$ cat src/csimb_pkg.sv
// Shared widths, constants and handshake types for the channel-state magnitude binner.
package csimb_pkg;

  // Default sizes of the block.
  localparam int unsigned NUM_BINS_DEF  = 6;
  localparam int unsigned MAX_PAIRS_DEF = 256;

  // Field widths fixed by the stream format.
  localparam int unsigned SAMPLE_W  = 8;
  localparam int unsigned PAIRS_W   = 9;
  localparam int unsigned BIN_NUM_W = 3;
  localparam int unsigned LEVEL_W   = 8;

  // Datapath widths.
  localparam int unsigned SQ_W   = 16;  // sum of two squares, at most 32768
  localparam int unsigned RT_W   = 17;  // working width of the square root
  localparam int unsigned SUM_W  = 16;  // saturating magnitude sum
  localparam int unsigned CNT_W  = 9;   // saturating pair count
  localparam int unsigned POS_W  = 9;   // pair position, below the largest pair count
  localparam int unsigned DIV_W  = 16;  // dividend and quotient width
  localparam int unsigned DVS_W  = 9;   // divisor width
  localparam int unsigned STEP_W = 4;   // divider step counter, one bit per step

  // Padded stream widths.
  localparam int unsigned S_TDATA_W = 32;
  localparam int unsigned M_TDATA_W = 16;

  // Request to the shared divider.
  typedef struct packed {
    logic               start;
    logic [DIV_W-1:0]   dividend;
    logic [DVS_W-1:0]   divisor;
  } div_req_t;

  // Answer from the shared divider; done stays high until the next start.
  typedef struct packed {
    logic               done;
    logic [DIV_W-1:0]   quotient;
  } div_rsp_t;

endpackage

$ cat src/csi_magnitude_binner_top.sv
// Magnitude binner top level: sequencer, bin accumulators and output register.
// A pair is taken only while the sequencer is idle; it first forms the squares, then the
// shared divider finds the bin (the square root runs alongside); once both are done the
// pair is accumulated and the sequencer goes idle. After the last pair each bin has the
// divider form its average (skipped for an empty bin), then waits out any output stall.
// Reset (rst_ni low, asynchronous) clears the position, all sums and counts and the output valid.
module csi_magnitude_binner_top
  import csimb_pkg::*;
#(
  parameter int unsigned NUM_BINS  = NUM_BINS_DEF,
  parameter int unsigned MAX_PAIRS = MAX_PAIRS_DEF
) (
  input  logic                 clk_i,
  input  logic                 rst_ni,
  input  logic                 s_axis_tvalid_i,
  output logic                 s_axis_tready_o,
  // [7:0] imag_sample, [15:8] real_sample, [24:16] frame_pairs, rest zero
  input  logic [S_TDATA_W-1:0] s_axis_tdata_i,
  output logic                 m_axis_tvalid_o,
  input  logic                 m_axis_tready_i,
  // [2:0] bin_number, [10:3] bin_level, rest zero
  output logic [M_TDATA_W-1:0] m_axis_tdata_o,
  // final_bin
  output logic                 m_axis_tlast_o
);

  localparam int unsigned IDX_W = (NUM_BINS > 1) ? $clog2(NUM_BINS) : 1;
  localparam logic [IDX_W-1:0] LAST_IDX = IDX_W'(NUM_BINS - 1);
  localparam logic [PAIRS_W+1:0] MAX_N = (PAIRS_W + 2)'(MAX_PAIRS);

  // Sequencer codes.
  localparam logic [2:0] ST_IDLE  = 3'd0;
  localparam logic [2:0] ST_SQ    = 3'd1;
  localparam logic [2:0] ST_CALC  = 3'd2;
  localparam logic [2:0] ST_ACC   = 3'd3;
  localparam logic [2:0] ST_LVL   = 3'd4;
  localparam logic [2:0] ST_LWAIT = 3'd5;
  localparam logic [2:0] ST_PUSH  = 3'd6;

  logic [2:0]          state_q, state_d;
  logic [POS_W-1:0]    pos_q, pos_d;
  logic [IDX_W-1:0]    idx_q, idx_d;
  logic [SAMPLE_W-1:0] im_abs_q, re_abs_q;
  logic [PAIRS_W-1:0]  n_q;
  logic [SUM_W-1:0]    sum_q [NUM_BINS];
  logic [CNT_W-1:0]    cnt_q [NUM_BINS];
  logic [LEVEL_W-1:0]  level_q, level_d;
  logic                m_valid_q;
  logic [IDX_W-1:0]    m_idx_q;
  logic [LEVEL_W-1:0]  m_level_q;
  logic                m_last_q;

  logic                s_fire;
  logic [SAMPLE_W-1:0] im_raw, re_raw, im_abs, re_abs;
  logic [PAIRS_W-1:0]  n_raw, n_sane;
  logic [SQ_W-1:0]     radicand;
  logic                sq_start;
  logic                sq_done;
  logic [LEVEL_W-1:0]  mag;
  div_req_t            div_req;
  div_rsp_t            div_rsp;
  logic [IDX_W-1:0]    bin_idx;
  logic [IDX_W-1:0]    rd_idx;
  logic [SUM_W-1:0]    rd_sum;
  logic [CNT_W-1:0]    rd_cnt;
  logic [SUM_W:0]      sum_ext;
  logic                acc_we;
  logic                clr_we;
  logic                push;
  logic                is_last_pair;
  logic [IDX_W+2:0]    idx_ext;

  assign s_axis_tready_o = (state_q == ST_IDLE);
  assign s_fire          = s_axis_tvalid_i && s_axis_tready_o;

  // Absolute values and a pair count forced into 1..MAX_PAIRS.
  always_comb begin
    im_raw = s_axis_tdata_i[SAMPLE_W-1:0];
    re_raw = s_axis_tdata_i[2*SAMPLE_W-1:SAMPLE_W];
    n_raw  = s_axis_tdata_i[2*SAMPLE_W+PAIRS_W-1:2*SAMPLE_W];
    im_abs = im_raw[SAMPLE_W-1] ? (~im_raw + SAMPLE_W'(1)) : im_raw;
    re_abs = re_raw[SAMPLE_W-1] ? (~re_raw + SAMPLE_W'(1)) : re_raw;
    if (n_raw == '0) begin
      n_sane = PAIRS_W'(1);
    end else if ({2'b00, n_raw} > MAX_N) begin
      n_sane = MAX_N[PAIRS_W-1:0];
    end else begin
      n_sane = n_raw;
    end
  end

  // Note that an absolute value of 128 reads as 0x80, unsigned, which is correct.
  assign radicand = SQ_W'(im_abs_q) * SQ_W'(im_abs_q) + SQ_W'(re_abs_q) * SQ_W'(re_abs_q);
  assign sq_start = (state_q == ST_SQ);

  csimb_sqrt u_sqrt (
    .clk_i      (clk_i),
    .rst_ni     (rst_ni),
    .start_i    (sq_start),
    .radicand_i (radicand),
    .done_o     (sq_done),
    .root_o     (mag)
  );

  // The divider finds the bin of a pair, then the average of each non-empty bin.
  always_comb begin
    div_req = '0;
    if (state_q == ST_SQ) begin
      div_req.start    = 1'b1;
      div_req.dividend = DIV_W'(pos_q * NUM_BINS);
      div_req.divisor  = n_q;
    end else if ((state_q == ST_LVL) && (rd_cnt != '0)) begin
      div_req.start    = 1'b1;
      div_req.dividend = rd_sum;
      div_req.divisor  = rd_cnt;
    end
  end

  csimb_div u_div (
    .clk_i  (clk_i),
    .rst_ni (rst_ni),
    .req_i  (div_req),
    .rsp_o  (div_rsp)
  );

  // Bin index, clamped to the last bin.
  assign bin_idx = (div_rsp.quotient >= DIV_W'(NUM_BINS)) ? LAST_IDX
                                                          : div_rsp.quotient[IDX_W-1:0];
  assign rd_idx  = (state_q == ST_ACC) ? bin_idx : idx_q;
  assign rd_sum  = sum_q[rd_idx];
  assign rd_cnt  = cnt_q[rd_idx];
  assign sum_ext = {1'b0, rd_sum} + (SUM_W + 1)'(mag);
  assign is_last_pair = ({1'b0, pos_q} + (POS_W + 1)'(1)) >= (POS_W + 1)'(n_q);
  assign push    = (state_q == ST_PUSH) && (!m_valid_q || m_axis_tready_i);
  assign acc_we  = (state_q == ST_ACC);
  assign clr_we  = push;

  // Sequencer.
  always_comb begin
    state_d = state_q;
    pos_d   = pos_q;
    idx_d   = idx_q;
    level_d = level_q;
    unique case (state_q)
      ST_IDLE: begin
        if (s_fire) begin
          state_d = ST_SQ;
        end
      end
      ST_SQ: begin
        state_d = ST_CALC;
      end
      ST_CALC: begin
        if (sq_done && div_rsp.done) begin
          state_d = ST_ACC;
        end
      end
      ST_ACC: begin
        if (is_last_pair) begin
          pos_d   = '0;
          idx_d   = '0;
          state_d = ST_LVL;
        end else begin
          pos_d   = pos_q + POS_W'(1);
          state_d = ST_IDLE;
        end
      end
      ST_LVL: begin
        if (rd_cnt == '0) begin
          level_d = LEVEL_W'(1);
          state_d = ST_PUSH;
        end else begin
          state_d = ST_LWAIT;
        end
      end
      ST_LWAIT: begin
        if (div_rsp.done) begin
          if (div_rsp.quotient == '0) begin
            level_d = LEVEL_W'(1);
          end else if (div_rsp.quotient > DIV_W'({LEVEL_W{1'b1}})) begin
            level_d = '1;
          end else begin
            level_d = div_rsp.quotient[LEVEL_W-1:0];
          end
          state_d = ST_PUSH;
        end
      end
      ST_PUSH: begin
        if (push) begin
          if (idx_q == LAST_IDX) begin
            state_d = ST_IDLE;
          end else begin
            idx_d   = idx_q + IDX_W'(1);
            state_d = ST_LVL;
          end
        end
      end
      default: begin
        state_d = ST_IDLE;
      end
    endcase
  end

  // Control registers and the bin accumulators.
  always_ff @(posedge clk_i or negedge rst_ni) begin
    if (!rst_ni) begin
      state_q <= ST_IDLE;
      pos_q   <= '0;
      idx_q   <= '0;
      for (int i = 0; i < NUM_BINS; i++) begin
        sum_q[i] <= '0;
        cnt_q[i] <= '0;
      end
    end else begin
      state_q <= state_d;
      pos_q   <= pos_d;
      idx_q   <= idx_d;
      if (acc_we) begin
        sum_q[rd_idx] <= sum_ext[SUM_W] ? '1 : sum_ext[SUM_W-1:0];
        if (rd_cnt != '1) begin
          cnt_q[rd_idx] <= rd_cnt + CNT_W'(1);
        end
      end else if (clr_we) begin
        sum_q[rd_idx] <= '0;
        cnt_q[rd_idx] <= '0;
      end
    end
  end

  // Captured pair payload, and the level register.
  always_ff @(posedge clk_i) begin
    if (s_fire) begin
      im_abs_q <= im_abs;
      re_abs_q <= re_abs;
      n_q      <= n_sane;
    end
    level_q <= level_d;
  end

  // Output register: a result waits here until its transfer completes.
  always_ff @(posedge clk_i or negedge rst_ni) begin
    if (!rst_ni) begin
      m_valid_q <= 1'b0;
    end else if (push) begin
      m_valid_q <= 1'b1;
    end else if (m_axis_tready_i) begin
      m_valid_q <= 1'b0;
    end
  end

  always_ff @(posedge clk_i) begin
    if (push) begin
      m_idx_q   <= idx_q;
      m_level_q <= level_q;
      m_last_q  <= (idx_q == LAST_IDX);
    end
  end

  assign idx_ext         = {3'b000, m_idx_q};
  assign m_axis_tvalid_o = m_valid_q;
  assign m_axis_tdata_o  = {{(M_TDATA_W - BIN_NUM_W - LEVEL_W){1'b0}}, m_level_q,
                            idx_ext[BIN_NUM_W-1:0]};
  assign m_axis_tlast_o  = m_last_q;

endmodule

$ cat src/csimb_sqrt.sv
// Iterative floor square root, two bits of the radicand per cycle.
module csimb_sqrt
  import csimb_pkg::*;
(
  input  logic              clk_i,
  input  logic              rst_ni,
  input  logic              start_i,
  input  logic [SQ_W-1:0]   radicand_i,
  output logic              done_o,
  output logic [LEVEL_W-1:0] root_o
);

  logic [RT_W-1:0] x_q, x_d;
  logic [RT_W-1:0] root_q, root_d;
  logic [2:0]      step_q, step_d;
  logic            busy_q, busy_d;
  logic            done_q, done_d;
  logic [RT_W-1:0] bit_v;
  logic [RT_W-1:0] trial;

  // One digit step: compare against root plus the current bit weight.
  always_comb begin
    bit_v  = RT_W'(1) << {step_q, 1'b0};
    trial  = root_q + bit_v;
    x_d    = x_q;
    root_d = root_q;
    step_d = step_q;
    busy_d = busy_q;
    done_d = done_q;
    if (start_i) begin
      x_d    = RT_W'(radicand_i);
      root_d = '0;
      step_d = 3'd7;
      busy_d = 1'b1;
      done_d = 1'b0;
    end else if (busy_q) begin
      if (x_q >= trial) begin
        x_d    = x_q - trial;
        root_d = (root_q >> 1) + bit_v;
      end else begin
        root_d = root_q >> 1;
      end
      if (step_q == 3'd0) begin
        busy_d = 1'b0;
        done_d = 1'b1;
      end else begin
        step_d = step_q - 3'd1;
      end
    end
  end

  // Control flags take reset; the working registers need none.
  always_ff @(posedge clk_i or negedge rst_ni) begin
    if (!rst_ni) begin
      busy_q <= 1'b0;
      done_q <= 1'b0;
      step_q <= '0;
    end else begin
      busy_q <= busy_d;
      done_q <= done_d;
      step_q <= step_d;
    end
  end

  always_ff @(posedge clk_i) begin
    x_q    <= x_d;
    root_q <= root_d;
  end

  assign done_o = done_q;
  assign root_o = root_q[LEVEL_W-1:0];

endmodule

$ cat src/csimb_div.sv
// Shared restoring divider, one quotient bit per cycle.
module csimb_div
  import csimb_pkg::*;
(
  input  logic     clk_i,
  input  logic     rst_ni,
  input  div_req_t req_i,
  output div_rsp_t rsp_o
);

  logic [DVS_W-1:0]  rem_q, rem_d;
  logic [DIV_W-1:0]  quot_q, quot_d;
  logic [DVS_W-1:0]  dvs_q, dvs_d;
  logic [STEP_W-1:0] step_q, step_d;
  logic              busy_q, busy_d;
  logic              done_q, done_d;
  logic [DVS_W:0]    trial;
  logic [DVS_W:0]    diff;
  logic              ge;

  // Shift one dividend bit into the remainder and try a subtraction.
  always_comb begin
    trial  = {rem_q, quot_q[DIV_W-1]};
    diff   = trial - {1'b0, dvs_q};
    ge     = (trial >= {1'b0, dvs_q});
    rem_d  = rem_q;
    quot_d = quot_q;
    dvs_d  = dvs_q;
    step_d = step_q;
    busy_d = busy_q;
    done_d = done_q;
    if (req_i.start) begin
      rem_d  = '0;
      quot_d = req_i.dividend;
      dvs_d  = req_i.divisor;
      step_d = STEP_W'(DIV_W - 1);
      busy_d = 1'b1;
      done_d = 1'b0;
    end else if (busy_q) begin
      rem_d  = ge ? diff[DVS_W-1:0] : trial[DVS_W-1:0];
      quot_d = {quot_q[DIV_W-2:0], ge};
      if (step_q == '0) begin
        busy_d = 1'b0;
        done_d = 1'b1;
      end else begin
        step_d = step_q - STEP_W'(1);
      end
    end
  end

  always_ff @(posedge clk_i or negedge rst_ni) begin
    if (!rst_ni) begin
      busy_q <= 1'b0;
      done_q <= 1'b0;
      step_q <= '0;
    end else begin
      busy_q <= busy_d;
      done_q <= done_d;
      step_q <= step_d;
    end
  end

  always_ff @(posedge clk_i) begin
    rem_q  <= rem_d;
    quot_q <= quot_d;
    dvs_q  <= dvs_d;
  end

  assign rsp_o.done     = done_q;
  assign rsp_o.quotient = quot_q;

endmodule
$ cat config.mk
export PLATFORM = sky130hd
export DESIGN_NAME = csi_magnitude_binner_top
export DESIGN_NICKNAME = d
export VERILOG_FILES = /design/src/csimb_pkg.sv /design/src/csi_magnitude_binner_top.sv /design/src/csimb_sqrt.sv /design/src/csimb_div.sv
export SDC_FILE = /design/constraint.sdc
export NUM_CORES = 1
export LEC_CHECK = 0
export BUFFER_PORTS_ARGS = -buffer_cell sky130_fd_sc_hd__buf_2
export CORE_MARGIN = 1.5
export CORE_UTILIZATION = 55
export CTS_BUF_LIST = sky130_fd_sc_hd__clkbuf_4 sky130_fd_sc_hd__clkbuf_8
export CTS_CLUSTER_DIAMETER = 200
export DETAILED_ROUTE_END_ITERATION = 7
export MAX_ROUTING_LAYER = met4
export PLACE_DENSITY_LB_ADDON = 0.15
export REMOVE_ABC_BUFFERS = 1
export SKIP_CTS_REPAIR_TIMING = 1
export SLEW_MARGIN = 20
export SYNTH_ARGS = -nofsm -noshare
export SYNTH_HDL_FRONTEND = slang
export SYNTH_SLANG_ARGS = --single-unit
$ cat constraint.sdc
create_clock -name clk_i -period 15.35 [get_ports clk_i]
set_input_delay 0.7675 -clock clk_i [delete_from_list [all_inputs] [get_ports clk_i]]
set_output_delay 0.7675 -clock clk_i [all_outputs]
set_load 0.05 [all_outputs]
==> out/qor.csv <==
metric;value;unit
ys async rst share;0.610;
GP Congestion;0.916;
first-pass GRT wire length;84.7;mm
Post-Synth Simple-Gate Area;0.158;
Fin. Hold Viols;0;
CTS Root Cell;clkbuf_8;
post-synthesis compound-gate area fraction;0.189;
final setup vio count;0;
largest net degree at the start of global routing;77;
# fillers;3185;
Total GRT Usage;0.287;
Worst EP arrival;7.12;ns
drt drc;0;
Req. time, crit path;15.85;ns
Final Max Slew Viols;0;
final net count;2464;
share of the synthesized area in the top cell type;0.218;
Die Width;195;um
Synth area leader;dfrtp_1;
main combinational cell family by area after synthesis;compound AO/OA/AOI/OAI gates;
boundary pin count;55;
FF+latch count, synth;290;
critical path's slowest cell;nor2_2;
main area contributors after synthesis;dfrtp_1 22%, edfxtp_1 13%, ha_1 8.7%;
antenna-violating nets left;0;
Gate Count Post-Synth;2181;
clk sinks;290;
Min Clock Period, post-route;6.62;ns
die height;195;um
htree depth;2;
Syn-to-layout area delta;8.21;%
Setup TNS;0;ns
Clock Pin Slew Worst Setup and Hold Paths;0.07;ns
sequential-to-total area share from yosys stat;0.372;
run status;complete, no violations;
Hold Crit Class;in -> async;
Peak Freq;0.151;GHz
core area;36500;sq um
crit-path max cell delay;0.82;ns
CP Cell Sequence;nor4_4 > nand4_2 > o31ai_4 > buf_4 > nand2_1 > a31oi_1 > a21oi_1 > a21oi_1 > ha_1 > inv_1 > fa_1 > nor2b_1 > o21ai_0 > a21boi_0 > o21ai_0 > a21oi_1 > o21ai_0 > nor2_2 > a21boi_0 > o21ai_0;
mux share of post-synthesis cell area;0.0248;
Cell variety after synth;87;
WP buf/inv;2;
Synth Area in XOR/XNOR;0.0397;
dominant synthesized flop cell;dfrtp_1;
post-route clock period utilization;0.431;
cell mode on critical path;o21ai_0;
first drt pass iteration count;7;
most frequent cells in the layout;309 x nand2_1, 210 x o21ai_0, 177 x dfrtp_1;
Worst R2R Start;u_div.quot_q[15];
Relative slew margins;0.293;
adder-cell share of the synthesized area;0.165;
Max Root-Sink Buffers;3;
worst reg2reg path depth;20;
Post-synth EDFFs;86;
CP Class;reg -> reg;
Clk Latency, worst-skew pair;0.64;ns
crit start category;flip-flop;
initial core utilization;0.556;
Synth Area per Inst;9.31;sq um
critical path endpoint category;flip-flop;
vias in the first global route;16200;
TritonCTS clock tree;built;
Worst Tran Pin Value;1.05;ns
antenna violations before repair;1;
vias;16400;
Congestion Overflow GR;0;
crit-path leading delay family;compound AO/OA/AOI/OAI gates;
Mapped Area;20300;sq um
TritonCTS Buffers;51;
leading cell type in the layout, fill and taps excluded;nand2_1;
Yosys warning count;0;
worst r2r dst;sum_q[81];
WL final;51.7;mm
worst-path fanout max;42;
PortBufs;42;
FP Rows;70;
average wire per standard cell;19.0;um
die area;38100;sq um
max capacitance violation total;0;
layout cell share with drive strength beyond 1;0.0951;
Vias/cell;6.03;
DP HPWL;36.6;mm
RSZ-0062 raised after global routing;no;
Reg2Reg Setup Slack;8.73;ns
Clock Skew;0.0407;ns
DRT iter0 DRCs;1382;
==> registers in the layout, indices dropped and copies added (netlist names), 4 cells and up <==
register	count
level_q	8
u_div.dvs_q	9
u_sqrt.x_q	17
im_abs_q	8
u_div.rem_q	9
sum_q	96
m_level_q	8
pos_q	9
cnt_q	54
re_abs_q	8
n_q	9
u_div.step_q	4
u_div.quot_q	16
u_sqrt.root_q	17
==> area by class of cell <==
cell class | instances | area, sq um | area share
antenna | 1 | 2.50 | 0.000114
inverter | 167 | 629 | 0.0286
clock inverter | 26 | 219 | 0.00996
tap | 468 | 586 | 0.0266
sequential | 290 | 7550 | 0.344
clock buffer | 69 | 893 | 0.0406
timing repair buffer | 61 | 359 | 0.0163
multi-input combinational | 1637 | 11700 | 0.534
==> cells by family (layout without fill, tap and decap cells) <==
logic type               count (synthesis)  in the layout
AND/OR/NAND/NOR                        676            676
AO/OA/AOI/OAI                          594            594
buffers and inverters                  258            323
multiplexers                            50             50
other                                    1              6
flip-flops                             290            290
XOR/XNOR                                92             92
adder cells (fa/ha/maj)                220            220
==> worst register-to-register path, cell delays in order (launching register included) <==
cell,delay [ns]
edfxtp_1,0.52
nor4_4,0.49
nand4_2,0.42
o31ai_4,0.29
buf_4,0.53
nand2_1,0.13
a31oi_1,0.18
a21oi_1,0.08
a21oi_1,0.34
ha_1,0.24
inv_1,0.06
fa_1,0.40
nor2b_1,0.12
o21ai_0,0.10
a21boi_0,0.26
o21ai_0,0.15
a21oi_1,0.30
o21ai_0,0.33
nor2_2,0.82
a21boi_0,0.46
o21ai_0,0.27
==> through the flow <==
| stage | instance area [sq um] | std cells | util | setup WS, ns | hold slack [ns] |
|---|---|---|---|---|---|
| 3_3_place_gp | 20900 | 2623 | 0.571 | 8.92 | 0.405 |
| 2_1_floorplan | 19900 | 2094 | - | 9.48 | 0.400 |
| 5_1_grt | 22000 | 2719 | 0.602 | 8.22 | 0.226 |
| 4_1_cts | 22000 | 2718 | 0.602 | 8.82 | 0.181 |
| 6_report | 22000 | 2719 | 0.602 | 8.73 | 0.165 |
| 3_5_place_dp | 20900 | 2623 | 0.571 | 8.87 | 0.407 |
==> synthesized netlist by cell type, types with 12 or more instances <==
master / instances
nand2_1: 309
o21ai_0: 210
dfrtp_1: 177
inv_1: 165
ha_1: 141
nor2_1: 111
a21oi_1: 99
edfxtp_1: 86
fa_1: 79
xnor2_1: 61
clkbuf_1: 59
and2_1: 50
mux2i_1: 47
nand3_1: 39
xor2_1: 31
a22o_1: 30
a31oi_1: 30
a21o_1: 27
dfxtp_1: 27
nor3_1: 27
nor2b_1: 25
nand2b_1: 24
o22ai_1: 23
nand4_1: 20
o211ai_1: 19
o21bai_1: 19
nor4_1: 13
o31ai_1: 12
==> how the worst max path moves through the flow <==
stage	startpoint	to	slack [ns]	cells past startpoint
2_1_floorplan	state_q[1]	sum_q[33]	9.48	15
3_3_place_gp	u_div.quot_q[15]	sum_q[49]	8.92	20
3_5_place_dp	u_div.quot_q[15]	sum_q[81]	8.87	20
4_1_cts	u_div.quot_q[15]	sum_q[81]	8.82	20
5_1_grt	state_q[1]	sum_q[65]	8.22	17
6_report	u_div.quot_q[15]	sum_q[81]	8.73	20
==> per-layer routing <==
metal  vias to the layer above  global-route usage  wire length, um
met5                         -                   -                0
met4                         0               0.100             1450
met3                       104              0.0413             3450
met2                       596               0.430            22900
met1                      7946               0.400            23900
li1                       7752                   -                -
Power is not shown: default switching activity piles up to over one toggle a cycle in this logic, so the estimate is an artifact.
